--- src/hdl/bcrc_pkg.sv ---
// ============================================================================
// bcrc_pkg
// Shared types and constants of the block copy run coalescer.
// ============================================================================
package bcrc_pkg;

    localparam int ADDR_W    = 48;
    localparam int ID_W      = 16;
    localparam int BB_W      = 25;
    localparam int LAYER_W   = 8;
    localparam int RUN_W     = 13;   // holds a run of up to 4096 blocks
    localparam int Q_DEPTH   = 4;
    localparam int Q_PTR_W   = 2;
    localparam int Q_CNT_W   = 3;
    localparam int APB_AW    = 6;
    localparam int APB_DW    = 64;

    localparam logic [BB_W-1:0] BLOCK_BYTES_RST = BB_W'(4096);

    typedef enum logic [2:0] {
        REG_SWAP_OUT     = 3'd0,
        REG_BLOCK_BYTES  = 3'd1,
        REG_DEVICE_LAYER = 3'd2,
        REG_HOST_LAYER   = 3'd3,
        REG_KEY_DEV_BASE = 3'd4,
        REG_VAL_DEV_BASE = 3'd5,
        REG_KEY_HST_BASE = 3'd6,
        REG_VAL_HST_BASE = 3'd7
    } t_reg_idx;

    typedef struct packed {
        logic [ID_W-1:0] source_id;
        logic [ID_W-1:0] target_id;
        logic            final_pair;
    } t_in_item;

    typedef struct packed {
        logic [ADDR_W-1:0] dest_addr;
        logic [ADDR_W-1:0] src_addr;
        logic [ADDR_W-1:0] byte_count;
        logic              is_value;
        logic              list_done;
        logic              item_last;
    } t_out_item;

    typedef struct packed {
        logic                  swap_out;
        logic [BB_W-1:0]       block_bytes;
        logic [LAYER_W-1:0]    device_layer;
        logic [LAYER_W-1:0]    host_layer;
        logic [ADDR_W-1:0]     key_device_base;
        logic [ADDR_W-1:0]     value_device_base;
        logic [ADDR_W-1:0]     key_host_base;
        logic [ADDR_W-1:0]     value_host_base;
    } t_cfg;

    // One finished segment, waiting to be turned into key/value descriptors.
    typedef struct packed {
        logic [ID_W-1:0]  src_id;
        logic [ID_W-1:0]  tgt_id;
        logic [RUN_W-1:0] len;
        logic             done;
        logic             last;
    } t_seg;

    typedef struct packed {
        logic [1:0] cnt;     // segments written this cycle: 0, 1 or 2
        t_seg       first;
        t_seg       second;
    } t_push;

    typedef struct packed {
        logic [Q_CNT_W-1:0] count;
        logic               room;      // space for two segments
        logic               nonempty;
    } t_qstat;

endpackage

--- src/hdl/bcrc_front.sv ---
// ============================================================================
// bcrc_front
// Run tracker: accepts id pairs, extends or closes segments, queues them.
// ============================================================================
module bcrc_front
    import bcrc_pkg::*;
#(
    parameter int MAX_RUN_BLOCKS = 4096
) (
    input  logic     i_clk,
    input  logic     i_rst_n,
    input  logic     i_accept,
    input  t_in_item i_item,
    output t_push    o_push
);

    logic             r_open;
    logic [ID_W-1:0]  r_src_start;
    logic [ID_W-1:0]  r_tgt_start;
    logic [RUN_W-1:0] r_len;

    logic [ID_W:0]    src_expect;
    logic [ID_W:0]    tgt_expect;
    logic             extend;
    t_seg             old_seg;
    t_seg             fin_seg;

    assign src_expect = {1'b0, r_src_start} + (ID_W+1)'(r_len);
    assign tgt_expect = {1'b0, r_tgt_start} + (ID_W+1)'(r_len);

    assign extend = r_open
                 && (src_expect == {1'b0, i_item.source_id})
                 && (tgt_expect == {1'b0, i_item.target_id})
                 && (r_len < RUN_W'(MAX_RUN_BLOCKS));

    always_comb begin
        old_seg.src_id = r_src_start;
        old_seg.tgt_id = r_tgt_start;
        old_seg.len    = r_len;
        old_seg.done   = 1'b0;
        old_seg.last   = !i_item.final_pair;

        fin_seg.src_id = extend ? r_src_start : i_item.source_id;
        fin_seg.tgt_id = extend ? r_tgt_start : i_item.target_id;
        fin_seg.len    = extend ? r_len + RUN_W'(1) : RUN_W'(1);
        fin_seg.done   = 1'b1;
        fin_seg.last   = 1'b1;

        o_push.cnt    = 2'd0;
        o_push.first  = old_seg;
        o_push.second = fin_seg;
        if (i_accept) begin
            if (!extend && r_open) begin
                o_push.cnt = i_item.final_pair ? 2'd2 : 2'd1;
            end else if (i_item.final_pair) begin
                o_push.cnt   = 2'd1;
                o_push.first = fin_seg;
            end
        end
    end

    always_ff @(posedge i_clk) begin
        if (!i_rst_n) begin
            r_open      <= 1'b0;
            r_src_start <= '0;
            r_tgt_start <= '0;
            r_len       <= '0;
        end else if (i_accept) begin
            if (i_item.final_pair) begin
                r_open      <= 1'b0;
                r_src_start <= '0;
                r_tgt_start <= '0;
                r_len       <= '0;
            end else if (extend) begin
                r_len <= r_len + RUN_W'(1);
            end else begin
                r_open      <= 1'b1;
                r_src_start <= i_item.source_id;
                r_tgt_start <= i_item.target_id;
                r_len       <= RUN_W'(1);
            end
        end
    end

endmodule

--- src/hdl/bcrc_queue.sv ---
// ============================================================================
// bcrc_queue
// Segment queue between front and back; takes up to two writes per cycle.
// ============================================================================
module bcrc_queue
    import bcrc_pkg::*;
(
    input  logic   i_clk,
    input  logic   i_rst_n,
    input  t_push  i_push,
    input  logic   i_pop,
    output t_seg   o_head,
    output t_qstat o_stat
);

    t_seg               r_mem [Q_DEPTH];
    logic [Q_PTR_W-1:0] r_wr_ptr;
    logic [Q_PTR_W-1:0] r_rd_ptr;
    logic [Q_CNT_W-1:0] r_count;
    logic [Q_CNT_W-1:0] n_count;
    logic [Q_PTR_W-1:0] wr_ptr_1;

    assign wr_ptr_1 = r_wr_ptr + Q_PTR_W'(1);
    assign n_count  = r_count + Q_CNT_W'(i_push.cnt) - Q_CNT_W'(i_pop);

    assign o_head          = r_mem[r_rd_ptr];
    assign o_stat.count    = r_count;
    assign o_stat.room     = (r_count <= Q_CNT_W'(Q_DEPTH - 2));
    assign o_stat.nonempty = (r_count != '0);

    always_ff @(posedge i_clk) begin
        if (i_push.cnt != 2'd0) begin
            r_mem[r_wr_ptr] <= i_push.first;
        end
        if (i_push.cnt == 2'd2) begin
            r_mem[wr_ptr_1] <= i_push.second;
        end
    end

    always_ff @(posedge i_clk) begin
        if (!i_rst_n) begin
            r_wr_ptr <= '0;
            r_rd_ptr <= '0;
            r_count  <= '0;
        end else begin
            r_wr_ptr <= r_wr_ptr + Q_PTR_W'(i_push.cnt);
            r_rd_ptr <= r_rd_ptr + Q_PTR_W'(i_pop);
            r_count  <= n_count;
        end
    end

endmodule

--- src/hdl/bcrc_back.sv ---
// ============================================================================
// bcrc_back
// Descriptor builder: block index, offset multiply, then key/value issue.
// ============================================================================
module bcrc_back
    import bcrc_pkg::*;
#(
    parameter int DEVICE_BLOCKS_PER_LAYER = 4096,
    parameter int HOST_BLOCKS_PER_LAYER   = 4096
) (
    input  logic      i_clk,
    input  logic      i_rst_n,
    input  t_cfg      i_cfg,
    input  t_seg      i_head,
    input  logic      i_nonempty,
    output logic      o_pop,
    output logic      o_valid,
    input  logic      i_stall,
    output t_out_item o_item
);

    localparam int BPL_MAX = (DEVICE_BLOCKS_PER_LAYER > HOST_BLOCKS_PER_LAYER)
                           ? DEVICE_BLOCKS_PER_LAYER : HOST_BLOCKS_PER_LAYER;
    localparam int BLK_W   = $clog2(((1 << LAYER_W) - 1) * BPL_MAX + (1 << ID_W));
    localparam int PROD_W  = BLK_W + BB_W;
    localparam int CNT_W   = RUN_W + BB_W;

    // stage 1: absolute block index on each side
    logic             r1_valid;
    logic [BLK_W-1:0] r1_dst_blk;
    logic [BLK_W-1:0] r1_src_blk;
    logic [RUN_W-1:0] r1_len;
    logic             r1_done;
    logic             r1_last;

    // stage 2: byte offsets, held for the key and the value descriptor
    logic              r2_valid;
    logic              r2_phase;
    logic [ADDR_W-1:0] r2_dst_off;
    logic [ADDR_W-1:0] r2_src_off;
    logic [ADDR_W-1:0] r2_bytes;
    logic              r2_done;
    logic              r2_last;

    logic              r_out_valid;
    t_out_item         r_out;

    logic [BLK_W-1:0]  dev_layer_blk;
    logic [BLK_W-1:0]  hst_layer_blk;
    logic [BLK_W-1:0]  n_dst_blk;
    logic [BLK_W-1:0]  n_src_blk;
    logic [PROD_W-1:0] dst_prod;
    logic [PROD_W-1:0] src_prod;
    logic [CNT_W-1:0]  cnt_prod;
    logic [ADDR_W-1:0] dst_base;
    logic [ADDR_W-1:0] src_base;
    logic              out_load;
    logic              s2_take;
    logic              s1_free;

    assign out_load = r2_valid && (!r_out_valid || !i_stall);
    assign s2_take  = r1_valid && (!r2_valid || (out_load && r2_phase));
    assign s1_free  = !r1_valid || s2_take;
    assign o_pop    = s1_free && i_nonempty;

    assign dev_layer_blk = BLK_W'(i_cfg.device_layer) * BLK_W'(DEVICE_BLOCKS_PER_LAYER);
    assign hst_layer_blk = BLK_W'(i_cfg.host_layer) * BLK_W'(HOST_BLOCKS_PER_LAYER);

    // target id always lands at the destination; swap_out picks which side is device
    assign n_dst_blk = (i_cfg.swap_out ? hst_layer_blk : dev_layer_blk)
                     + BLK_W'(i_head.tgt_id);
    assign n_src_blk = (i_cfg.swap_out ? dev_layer_blk : hst_layer_blk)
                     + BLK_W'(i_head.src_id);

    assign dst_prod = PROD_W'(r1_dst_blk) * PROD_W'(i_cfg.block_bytes);
    assign src_prod = PROD_W'(r1_src_blk) * PROD_W'(i_cfg.block_bytes);
    assign cnt_prod = CNT_W'(r1_len) * CNT_W'(i_cfg.block_bytes);

    always_comb begin
        if (i_cfg.swap_out) begin
            dst_base = r2_phase ? i_cfg.value_host_base   : i_cfg.key_host_base;
            src_base = r2_phase ? i_cfg.value_device_base : i_cfg.key_device_base;
        end else begin
            dst_base = r2_phase ? i_cfg.value_device_base : i_cfg.key_device_base;
            src_base = r2_phase ? i_cfg.value_host_base   : i_cfg.key_host_base;
        end
    end

    always_ff @(posedge i_clk) begin
        if (o_pop) begin
            r1_dst_blk <= n_dst_blk;
            r1_src_blk <= n_src_blk;
            r1_len     <= i_head.len;
            r1_done    <= i_head.done;
            r1_last    <= i_head.last;
        end
        if (s2_take) begin
            r2_dst_off <= ADDR_W'(dst_prod);
            r2_src_off <= ADDR_W'(src_prod);
            r2_bytes   <= ADDR_W'(cnt_prod);
            r2_done    <= r1_done;
            r2_last    <= r1_last;
        end
        if (out_load) begin
            r_out.dest_addr  <= dst_base + r2_dst_off;
            r_out.src_addr   <= src_base + r2_src_off;
            r_out.byte_count <= r2_bytes;
            r_out.is_value   <= r2_phase;
            r_out.list_done  <= r2_done && r2_phase;
            r_out.item_last  <= r2_last && r2_phase;
        end
    end

    always_ff @(posedge i_clk) begin
        if (!i_rst_n) begin
            r1_valid    <= 1'b0;
            r2_valid    <= 1'b0;
            r2_phase    <= 1'b0;
            r_out_valid <= 1'b0;
        end else begin
            if (o_pop) begin
                r1_valid <= 1'b1;
            end else if (s2_take) begin
                r1_valid <= 1'b0;
            end

            if (s2_take) begin
                r2_valid <= 1'b1;
                r2_phase <= 1'b0;
            end else if (out_load) begin
                r2_valid <= !r2_phase;
                r2_phase <= 1'b1;
            end

            if (out_load) begin
                r_out_valid <= 1'b1;
            end else if (!i_stall) begin
                r_out_valid <= 1'b0;
            end
        end
    end

    assign o_valid = r_out_valid;
    assign o_item  = r_out;

endmodule

--- src/hdl/block_copy_run_coalescer_top.sv ---
// ============================================================================
// block_copy_run_coalescer_top
// Merges runs of consecutive block copy pairs into key/value DMA descriptors.
// ============================================================================
// Usage:
//   Input channel (i_valid / o_stall / i_item): one (source, target) block id
//   pair per transaction; final_pair marks the end of a list. Pairs whose ids
//   both step up by one extend the open segment (up to MAX_RUN_BLOCKS blocks).
//   Output channel (o_valid / i_stall / o_item): copy descriptors, key then
//   value, one per transaction. A pair produces 0, 2 or 4 descriptors.
//   APB port: eight 64-bit registers at byte address 8*index; write them
//   only while the block is idle.
// Timing:
//   One pair per cycle is accepted while o_stall is low. A finished segment
//   sits in a 4-entry queue; its key descriptor then passes through stage 1,
//   stage 2 and the output register, and the value descriptor follows it.
//   The back end issues one descriptor per cycle unless i_stall holds it.
//   o_stall rises when the queue has fewer than two free entries.
// Reset: clears the run tracker, queue pointers, pipeline valids and the
//   registers to their defaults (block_bytes 4096, everything else 0).
// Stall: a held descriptor stays on o_item; the pipeline and then the queue
//   fill and the input channel stalls in turn.
// ============================================================================
module block_copy_run_coalescer_top
    import bcrc_pkg::*;
#(
    parameter int DEVICE_BLOCKS_PER_LAYER = 4096,
    parameter int HOST_BLOCKS_PER_LAYER   = 4096,
    parameter int MAX_RUN_BLOCKS          = 4096
) (
    input  logic              i_clk,
    input  logic              i_rst_n,
    // pair input
    input  logic              i_valid,
    output logic              o_stall,
    input  t_in_item          i_item,
    // descriptor output
    output logic              o_valid,
    input  logic              i_stall,
    output t_out_item         o_item,
    // register port
    input  logic              psel,
    input  logic              penable,
    input  logic              pwrite,
    input  logic [APB_AW-1:0] paddr,
    input  logic [APB_DW-1:0] pwdata,
    output logic [APB_DW-1:0] prdata,
    output logic              pready
);

    t_cfg     r_cfg;
    t_reg_idx reg_idx;
    logic     cfg_wr;
    logic     in_accept;
    t_push    push;
    t_seg     q_head;
    t_qstat   q_stat;
    logic     q_pop;

    // ---------------- register file ----------------
    assign pready  = 1'b1;
    assign reg_idx = t_reg_idx'(paddr[APB_AW-1:3]);
    assign cfg_wr  = psel && penable && pwrite;

    always_ff @(posedge i_clk) begin
        if (!i_rst_n) begin
            r_cfg.swap_out          <= 1'b0;
            r_cfg.block_bytes       <= BLOCK_BYTES_RST;
            r_cfg.device_layer      <= '0;
            r_cfg.host_layer        <= '0;
            r_cfg.key_device_base   <= '0;
            r_cfg.value_device_base <= '0;
            r_cfg.key_host_base     <= '0;
            r_cfg.value_host_base   <= '0;
        end else if (cfg_wr) begin
            case (reg_idx)
                REG_SWAP_OUT:     r_cfg.swap_out          <= pwdata[0];
                REG_BLOCK_BYTES:  r_cfg.block_bytes       <= pwdata[BB_W-1:0];
                REG_DEVICE_LAYER: r_cfg.device_layer      <= pwdata[LAYER_W-1:0];
                REG_HOST_LAYER:   r_cfg.host_layer        <= pwdata[LAYER_W-1:0];
                REG_KEY_DEV_BASE: r_cfg.key_device_base   <= pwdata[ADDR_W-1:0];
                REG_VAL_DEV_BASE: r_cfg.value_device_base <= pwdata[ADDR_W-1:0];
                REG_KEY_HST_BASE: r_cfg.key_host_base     <= pwdata[ADDR_W-1:0];
                REG_VAL_HST_BASE: r_cfg.value_host_base   <= pwdata[ADDR_W-1:0];
                default: ;
            endcase
        end
    end

    always_comb begin
        case (reg_idx)
            REG_SWAP_OUT:     prdata = APB_DW'(r_cfg.swap_out);
            REG_BLOCK_BYTES:  prdata = APB_DW'(r_cfg.block_bytes);
            REG_DEVICE_LAYER: prdata = APB_DW'(r_cfg.device_layer);
            REG_HOST_LAYER:   prdata = APB_DW'(r_cfg.host_layer);
            REG_KEY_DEV_BASE: prdata = APB_DW'(r_cfg.key_device_base);
            REG_VAL_DEV_BASE: prdata = APB_DW'(r_cfg.value_device_base);
            REG_KEY_HST_BASE: prdata = APB_DW'(r_cfg.key_host_base);
            REG_VAL_HST_BASE: prdata = APB_DW'(r_cfg.value_host_base);
            default:          prdata = '0;
        endcase
    end

    // ---------------- front: run tracking ----------------
    // a pair may close two segments at once, so keep room for two
    assign o_stall   = !q_stat.room;
    assign in_accept = i_valid && !o_stall;

    bcrc_front #(
        .MAX_RUN_BLOCKS (MAX_RUN_BLOCKS)
    ) u_front (
        .i_clk    (i_clk),
        .i_rst_n  (i_rst_n),
        .i_accept (in_accept),
        .i_item   (i_item),
        .o_push   (push)
    );

    bcrc_queue u_queue (
        .i_clk   (i_clk),
        .i_rst_n (i_rst_n),
        .i_push  (push),
        .i_pop   (q_pop),
        .o_head  (q_head),
        .o_stat  (q_stat)
    );

    // ---------------- back: descriptor generation ----------------
    bcrc_back #(
        .DEVICE_BLOCKS_PER_LAYER (DEVICE_BLOCKS_PER_LAYER),
        .HOST_BLOCKS_PER_LAYER   (HOST_BLOCKS_PER_LAYER)
    ) u_back (
        .i_clk      (i_clk),
        .i_rst_n    (i_rst_n),
        .i_cfg      (r_cfg),
        .i_head     (q_head),
        .i_nonempty (q_stat.nonempty),
        .o_pop      (q_pop),
        .o_valid    (o_valid),
        .i_stall    (i_stall),
        .o_item     (o_item)
    );

`ifndef SYNTH
    // queue occupancy never goes past its depth
    a_q_bound: assert property (@(posedge i_clk) disable iff (!i_rst_n)
        q_stat.count <= Q_CNT_W'(Q_DEPTH))
        else $error("segment queue overflow");

    // a taken key descriptor is followed right away by its value descriptor
    a_key_then_value: assert property (@(posedge i_clk) disable iff (!i_rst_n)
        (o_valid && !i_stall && !o_item.is_value) |=> (o_valid && o_item.is_value))
        else $error("value descriptor did not follow key");

    // end-of-item and end-of-list marks only ever sit on a value descriptor
    a_marks_on_value: assert property (@(posedge i_clk) disable iff (!i_rst_n)
        (o_valid && (o_item.item_last || o_item.list_done)) |-> o_item.is_value)
        else $error("last/done mark on key descriptor");

    // list end always closes the item as well
    a_done_is_last: assert property (@(posedge i_clk) disable iff (!i_rst_n)
        (o_valid && o_item.list_done) |-> o_item.item_last)
        else $error("list_done without item_last");
`endif

endmodule
--- config.mk ---
export PLATFORM = sky130hd
export DESIGN_NAME = block_copy_run_coalescer_top
export DESIGN_NICKNAME = d
export VERILOG_FILES = /design/src/hdl/bcrc_pkg.sv /design/src/hdl/bcrc_front.sv /design/src/hdl/bcrc_queue.sv /design/src/hdl/bcrc_back.sv /design/src/hdl/block_copy_run_coalescer_top.sv
export SDC_FILE = /design/constraint.sdc
export NUM_CORES = 2
export LEC_CHECK = 0
export ABC_AREA = 0
export ABC_CLOCK_PERIOD_IN_PS = 17700
export BUFFER_PORTS_ARGS = -buffer_cell sky130_fd_sc_hd__buf_2
export CELL_PAD_IN_SITES_DETAIL_PLACEMENT = 0
export CELL_PAD_IN_SITES_GLOBAL_PLACEMENT = 1
export CORE_ASPECT_RATIO = 1.25
export CORE_MARGIN = 10
export CORE_UTILIZATION = 55
export DETAILED_ROUTE_END_ITERATION = 6
export PLACE_DENSITY = 0.95
export SLEW_MARGIN = 10
export SYNTH_ARGS = -nofsm -noshare
export SYNTH_HDL_FRONTEND = slang
export SYNTH_SLANG_ARGS = --single-unit
--- constraint.sdc ---
create_clock -name i_clk -period 17.7 [get_ports i_clk]
set_input_delay 3.54 -clock i_clk [delete_from_list [all_inputs] [get_ports i_clk]]
set_output_delay 3.54 -clock i_clk [all_outputs]
set_load 0.1 [all_outputs]
==> run metrics <==
status=complete, no violations; Crit path buffers/inverters=3; initial antenna violation count=33; DR iter-0 viols=5,965; Primary FF master, synth=edfxtp_1; # IOs=324; final instance area=around 90,000 µm²; CP Max Fanout=46; adder-cell share of the synthesized area=34.29%; Final Hold Violating Endpoints=0; worst slack, placed=7.780 ns; root buf cell=clkbuf_16; clk_lat worst skew=0.77 ns; mux cell area share after synthesis=4.835%; post-synth cell types=96; worst relative slew slack=11.86%; maxcap violations=0; TritonCTS clock tree=yes; Hold WS=0.3504 ns; Worst path slowest cell=o21ai_0; area grow syn2layout=6.632%; Buffers on Ports=roughly 280; Final Core Density=59.01%; most frequent cells after synthesis=1,362 x nand2_1, 1,276 x inv_1, 1,128 x fa_1; YS warnings=0; Worst EP required=14.16 ns; CP most frequent cell=buf_2; # resized after CTS=0; number of CTS-inserted buffers=88; RSZ-0062 raised after global routing=no; Critical Path Start Type=primary input; Std-Cell Rows=161; clk sinks=~810; register area=approximately 21,000 µm²; Tightest Pin Transition=1.322 ns; post-synthesis cell count=8,582; worst setup margin=7.696 ns; CTS clock-pin slew for the worst setup and hold paths=0.06 ns; Die Y=459.9 µm; EDFF count, synth=506; main combinational cell family by area after synthesis=adder cells; clock buffer depth=3; hold buffers post-CTS=0; Seq/Total Area, Yosys=24.87%; DRC=0; Syn Area/Cell=9.923 µm²; Period minus WS final=between 10 and 15 ns; Crit Path Class=primary input to output port; crit path DAT=6.46 ns; H-tree depth=3; Power Dens Cells=about 90 nW/µm²; Post-synth ARST share=0%; VDD IR-drop max=between 200 and 250 µV; Global Route Usage Sum=28.04%; instance area at placement=87,760 µm²; setup violators final=0; antenna-violating nets left=0; Power Total=8.036 mW; Multi-input gate area=57,220 µm²; Yosys top cell by area=fa_1; HPWL after DPL=around 170 mm; count leader, synth=nand2_1; Post-Synth XOR/XNOR Area=2.631%; post-synthesis compound-gate area fraction=10.77%; initial core utilization=a little under three fifths; width of the die=372.0 µm; Placed Cells=around 10,000; Achievable Freq=99.96 MHz; Die Area=171,100 µm²; simple-gate share of the synthesized area=14.39%; nets@finish=10,300; final period utilization=around 57%; gpl congestion=~0.95; CP top delay family=buffers and inverters; Sum Neg Setup Slack=0 ns; LEAKAGE=39.82 nW; first-pass GRT wire length=375.5 mm; post-CTS setup buffer count=0; crit-path max cell delay=0.87 ns; Hold WC Path Type=register to register; layout cells sized above 1=8.791%; Final Non-Filler Cells=10,660; Synth area leaders=fa_1 27%, edfxtp_1 18%, ha_1 7.8%; pin count of the biggest net entering global routing=111; total wire length=238.6 mm; fin. max-slew vios=0; # fillers=13,020; vias=about 64,000; Setup Skew=0.08878 ns; Critical Path Sink Type=output port; Avg Vias per Cell=around 6; top cell type's share of synthesized area=26.52%; Post-Syn Area=85,160 µm²; total grt overflow=0; CP Cell Sequence=buf_2 -> buf_4 -> nor2b_1 -> a22o_1 -> a32o_1 -> o32ai_1 -> o21ai_0 -> buf_2; core area=153,900 µm²; Synth Register Bits=between 800 and 900; vias in the first global route=67,190; drt pass-1 iters=7; per-cell routed wire length=22.37 µm
==> routing by layer <==
metal	share of wire [%]	up-vias	track usage, %
li1	-	27910	-
met1	37	32390	34.40
met2	48	3023	46.15
met3	8.7	657	5.317
met4	6.4	18	16.05
met5	0.053	-	0
==> path summary, 6_finish.rpt <==
kind / slack [ns] / start / endpoint / cells after the start
max: 7.70 / paddr[3] / prdata[0] / 8
min: 0.35 / u_back.r2_bytes[0] / u_back.o_item[3] / 0
max reg2reg: 8.61 / r_cfg[221] / u_back.r2_dst_off[45] / 24
min reg2reg: 0.35 / u_back.r2_bytes[0] / u_back.o_item[3] / 0
==> cells by family (layout without fill, tap and decap cells) <==
| group | after synthesis | in the layout |
|---|---|---|
| fa+ha+maj | 1657 | 1657 |
| simple gates | 2584 | 2584 |
| other cells | 2 | 42 |
| xor+xnor | 255 | 255 |
| compound gates | 1279 | 1279 |
| flops | 805 | 805 |
| mux | 207 | 207 |
| buf+inv | 1793 | 1797 |
==> flip-flops by register name, indices dropped and copies added, names as in the netlist, 3 cells and up <==
register and cells:
u_back.r2_dst_off 46, u_queue.r_count 3, u_front.r_src_start 16, u_back.o_item 137, u_back.r1_src_blk 21, u_front.r_len 13, u_back.r2_src_off 46, u_back.r1_len 13
r_cfg 234, u_back.r2_bytes 38, u_front.r_tgt_start 16, u_back.r1_dst_blk 21, u_queue.r_mem 188
==> where the power goes <==
| group | leakage, nW | internal (mW) | total, mW | switching, mW |
|---|---|---|---|---|
| combinational | 31.2 | 0.918 | 3.07 | 2.15 |
| clock | 1.48 | 1.08 | 1.94 | 0.857 |
| sequential | 7.10 | 2.45 | 3.02 | 0.571 |
==> placed cells by master (no fill, tap or decap), types with 78 or more instances in the layout <==
cell / count
o21ai_0: 122
fa_1: 1128
edfxtp_1: 506
a21o_1: 101
a22o_1: 207
and2_1: 657
dfxtp_1: 270
mux4_2: 161
nand3_1: 118
a21oi_1: 247
clkbuf_16: 93
ha_1: 529
inv_1: 1276
buf_4: 78
a21boi_0: 226
buf_2: 276
nor2_1: 155
nand2_1: 1354
xnor2_1: 182
==> worst register-to-register path: stages (launching register included) <==
cell	delay, ns
dfxtp_2	0.64
buf_4	0.62
nand2_1	0.18
fa_1	0.57
fa_1	0.52
fa_1	0.52
inv_1	0.06
fa_1	0.56
fa_1	0.43
fa_1	0.49
inv_1	0.05
fa_1	0.50
inv_1	0.05
ha_1	0.35
nand3_1	0.18
nor2_1	0.21
nand3_1	0.11
o221ai_1	0.52
o21ai_0	0.33
o311ai_0	0.76
a21oi_1	0.24
a311o_1	0.43
o21ai_0	0.25
a21oi_1	0.12
xnor2_1	0.13
==> final cells by class <==
cell class / count / share of cell area, %
well taps: 2037 / 2.807
clock inverters: 37 / 0.4864
flip-flops and latches: 805 / 23.38
multi-input cells: 6009 / 63.01
clock buffers: 129 / 2.826
repair buffers: 355 / 2.178
inverters: 1276 / 5.274
diodes: 15 / 0.04133
No activity file was read; power rests on OpenSTA's default activity.
